<file path="src/sv/thp_pkg.sv">
// shared types and constants of the tile pixel hash
// seeds, finalizer constants, beat field positions and the 32x32 multiply helper
// no dependencies
package thp_pkg;

    localparam int unsigned NUM_LANES = 4;
    localparam int unsigned WORD_W    = 64;
    localparam int unsigned HALF_W    = 32;
    localparam int unsigned CNT_W     = 3;

    localparam int unsigned IN_DATA_W  = 296;
    localparam int unsigned OUT_DATA_W = 128;

    localparam int unsigned VL_LSB    = NUM_LANES * WORD_W;
    localparam int unsigned TP_BIT    = VL_LSB + CNT_W;
    localparam int unsigned TV_LSB    = TP_BIT + 1;
    localparam int unsigned PAD_LSB   = TV_LSB + HALF_W;

    localparam logic [NUM_LANES-1:0][WORD_W-1:0] SEEDS = {
        64'hbf58476d1ce4e5b9,
        64'h9e3779b97f4a7c15,
        64'h6c62272e07bb0142,
        64'h517cc1b727220a95
    };

    localparam logic [WORD_W-1:0] MUL_LOW  = 64'hff51afd7ed558ccd;
    localparam logic [WORD_W-1:0] MUL_HIGH = 64'hc4ceb9fe1a85ec53;
    localparam int unsigned SHIFT_LOW  = 33;
    localparam int unsigned SHIFT_HIGH = 29;

    typedef struct packed {
        logic [WORD_W-1:0] high;
        logic [WORD_W-1:0] low;
    } t_pair;

    function automatic logic [WORD_W-1:0] mul32(input logic [HALF_W-1:0] a,
                                                input logic [HALF_W-1:0] b);
        return {{HALF_W{1'b0}}, a} * {{HALF_W{1'b0}}, b};
    endfunction

endpackage

</file>
<file path="src/sv/thp_lane.sv">
// one accumulator lane: adds the lane word when enabled plus an extra addend
// uses thp_pkg
module thp_lane
    import thp_pkg::*;
(
    input  logic [WORD_W-1:0] i_acc,
    input  logic [WORD_W-1:0] i_word,
    input  logic              i_en,
    input  logic [WORD_W-1:0] i_extra,
    output logic [WORD_W-1:0] o_sum
);

    logic [WORD_W-1:0] word_m;

    assign word_m = i_en ? i_word : '0;
    assign o_sum  = i_acc + word_m + i_extra;

endmodule

</file>
<file path="config.mk">
export PLATFORM = sky130hd
export DESIGN_NAME = thp_lane
export DESIGN_NICKNAME = d
export VERILOG_FILES = /design/src/sv/thp_pkg.sv /design/src/sv/thp_lane.sv
export SDC_FILE = /design/constraint.sdc
export NUM_CORES = 1
export LEC_CHECK = 0
export BUFFER_PORTS_ARGS = -buffer_cell sky130_fd_sc_hd__buf_2
export CORE_MARGIN = 2
export CORE_UTILIZATION = 54
export DETAILED_ROUTE_END_ITERATION = 10
export PLACE_DENSITY = 0.91
export SYNTH_ARGS = -nofsm -noshare
export SYNTH_HDL_FRONTEND = slang
export SYNTH_SLANG_ARGS = --single-unit
</file>
<file path="constraint.sdc">
create_clock -name vclk -period 12.2
set_input_delay 1.83 -clock vclk [all_inputs]
set_output_delay 1.83 -clock vclk [all_outputs]
set_load 0.05 [all_outputs]
</file>
[After elaboration in Yosys (flattened, before gate mapping)]
Index checks and enable logic that the tools add are counted.
Word-level totals
  flip-flop bits (word level): 0
  logic and storage cells: 3
Cells by class
  add/sub/neg operators: 2
  muxes and demuxes: 1
Operator list (number)
  adder 64 bit: 2
  2-to-1 mux 64 bit: 1

[Depth between registers and ports, before layout]
  word-level depth: 3
  gate-level depth with buffers: 15
  depth with buffers taken out: 14

[Worst setup path before layout]
OpenSTA, ideal clock, no wires.
  path kind: in2out
  from: input port i_en
  to: output port o_sum[59]
  arrival: 5.513 ns
  data required time: 10.370 ns
  slack: 4.857 ns
  cell stages on the path: 15
  cell sequence: clkbuf_1 -> nand2_1 -> fa_1 -> inv_1 -> ha_1 -> fa_1 -> a21oi_1 -> nand4b_1 -> a31oi_1 -> o211ai_1 -> a31o_2 -> a21oi_1 -> o21ai_1 -> nor2_1 -> nor3_1
On the way
  word-level cells in the longest chain between the ends: 3
Ends and longest elaborated chain
  from (decl): RTL line thp_lane.sv:8  | input logic i_en,
  2-to-1 mux 64 bit: RTL line thp_lane.sv:15  | assign word_m = i_en ? i_word : '0;
  adder 64 bit (2 in a row): RTL line thp_lane.sv:16  | assign o_sum = i_acc + word_m + i_extra;
  to (decl): RTL line thp_lane.sv:10  | output logic [WORD_W-1:0] o_sum
Every way passes these cells.

[Final worst setup path]
Same ends and word-level chain as after synthesis.

==> impl_metrics.json <==
{
  "status": "complete, no violations",
  "core-area_um2": 10200,
  "path_class": "in -> out",
  "nNetsFinal": 1261,
  "gp_congestion": 0.911,
  "cts_hold_buf": 0,
  "hold_viol_final": 0,
  "min_path_cells": 4,
  "setup_viol": 0,
  "viasPerCell": 5.74,
  "fmax_ghz": 0.128,
  "grt_max_degree": 65,
  "route.met3.wl_um": 1240,
  "num_io_pins": 257,
  "synth_common_cells": "a21oi_1, fa_1, and2_1, ha_1, nand2_1",
  "utilization": 0.676,
  "dieHeight_um": 106,
  "worst_ep_arrival_time_ns": 5.99,
  "met2WireLength_um": 8500,
  "yosys-top-cells-area": "fa_1, ha_1, and2_1, a21oi_1, xnor2_1",
  "wl_per_cell_um": 15.6,
  "die_area_um2": 11200,
  "rsz0062_at_grt": "no",
  "rows": 37,
  "dr.pass1.iters": 5,
  "diodes": 0,
  "grt_pass1_wl_um": 26900,
  "slew_headroom": 0.409,
  "syn2layout_area_growth_pct": 23.1,
  "die_w_um": 106,
  "seq_area_um2": 0,
  "ys_types": 62,
  "power_switching_w": 0.000730,
  "total_leakage_power_nw": 3.45,
  "synth_area_leader_cell": "fa_1",
  "drc": 0,
  "routed_wl_um": 16800,
  "clockBufferCount": 0,
  "end_kind": "output port",
  "p_int_w": 0.000299,
  "syn_avg_cell_area_um2": 7.88,
  "p_clk_frac": 0,
  "grt_overflow": 0,
  "p_comb_frac": 1.000,
  "synth_most_common_cell": "a21oi_1",
  "cap_violations": 0,
  "worst_pin_slew_ns": 0.886,
  "cts.repair.resized": 0,
  "ant_nets": 0,
  "ys_warn_count": 0,
  "synth_top_area_frac": 0.229,
  "slew_viol_final": 0,
  "wl_met1_um": 6860,
  "powerDensity_nw_per_um2": 149,
  "post-route-period-util": 0.641,
  "drive_above_1_share": 0.296,
  "hp-class": "in -> out",
  "path_max_fanout": 64,
  "dr_total_vias": 6175,
  "grt_pass1_vias": 5876,
  "initial_utilization": 0.550,
  "hpwl_um": 14900,
  "worstPathRequired_ns": 10.37,
  "drt_iter0_drc": 343,
  "portBuffers": 257,
  "seq_cells": 0,
  "vdd_drop_max_uv": 116,
  "synth_nets": 1029,
  "syn-cell-area_um2": 5600,
  "track_usage": 0.288,
  "ys_seq_area_frac": 0,
  "synth_cells": 710,
  "start_kind": "input pin",
  "antenna_found_initial": 0,
  "swShare": 0.710,
  "tns_ns": 0,
  "period_minus_slack_ns": 7.82,
  "top_layer_used": "met4",
  "power_frac_seq": 0,
  "post_cts_buffers": 0
}
## final cells by class
class / instances / area [um2]
fillers: 907 / 3300
well taps: 136 / 170
multi-input cells: 662 / 5350
inverters: 21 / 78.8
repair buffers: 257 / 1290
## logic make-up (layout without fill, tap and decap cells)
family / Yosys count / count (layout) / share of synthesized area
xor+xnor: 62 / 62 / 0.0970
fa+ha+maj: 126 / 126 / 0.368
buf+inv: 48 / 278 / 0.0434
mux: 2 / 2 / 0.00358
compound gates: 220 / 220 / 0.256
simple gates: 252 / 252 / 0.232
## per-layer routing
metal	GRT usage	up-vias
met3	0.0272	14
met5	0	-
li1	-	2983
met1	0.367	2917
met4	0.0338	0
met2	0.541	261
## layout by cell type (no fill, tap or decap), drive strengths merged, types with 27 or more instances in the layout
cell	n
xor2	27
fa	64
ha	62
nand2	63
and2	64
a21o	31
o21ai	44
nor2	49
xnor2	35
a21oi	79
buf	257
## stage by stage
step / setup WS, ns / cell area, um2 / hold WS (ns) / power (W) / cells
6_report: 4.38 / 6890 / 4.18 / 0.00103 / 1076
2_1_floorplan: 4.86 / 5600 / 4.05 / 0.000790 / 710
3_3_place_gp: 4.47 / 6890 / 4.15 / 0.00101 / 1076
4_1_cts: 4.38 / 6890 / 4.16 / 0.00102 / 1076
5_1_grt: 3.98 / 6890 / 4.21 / 0.00110 / 1076
3_5_place_dp: 4.40 / 6890 / 4.16 / 0.00102 / 1076
## path summary, 6_finish.rpt
path | startpoint | end | slack, ns
max | i_en | o_sum[59] | 4.38
min | i_extra[63] | o_sum[63] | 4.18
## worst max-delay path, cell delays in order
cell      delay (ns)
buf_2           0.67
nand2_1         0.15
fa_1            0.52
inv_1           0.04
ha_1            0.21
fa_1            0.40
a21oi_1         0.22
nand4b_1        0.17
a31oi_1         0.17
o211ai_1        0.30
a31o_2          0.23
a21oi_1         0.09
o21ai_1         0.29
nor4bb_1        0.33
nor3_1          0.14
buf_2           0.23
## power by group through the flow
stage,registers (W),clock network [W],logic (W)
after detailed placement,0,0,0.00102
final,0,0,0.00103
after CTS,0,0,0.00102
after floorplan,0,0,0.000790
after global routing,0,0,0.00110
after global placement,0,0,0.00101
No activity file was read; power rests on OpenSTA's default activity.
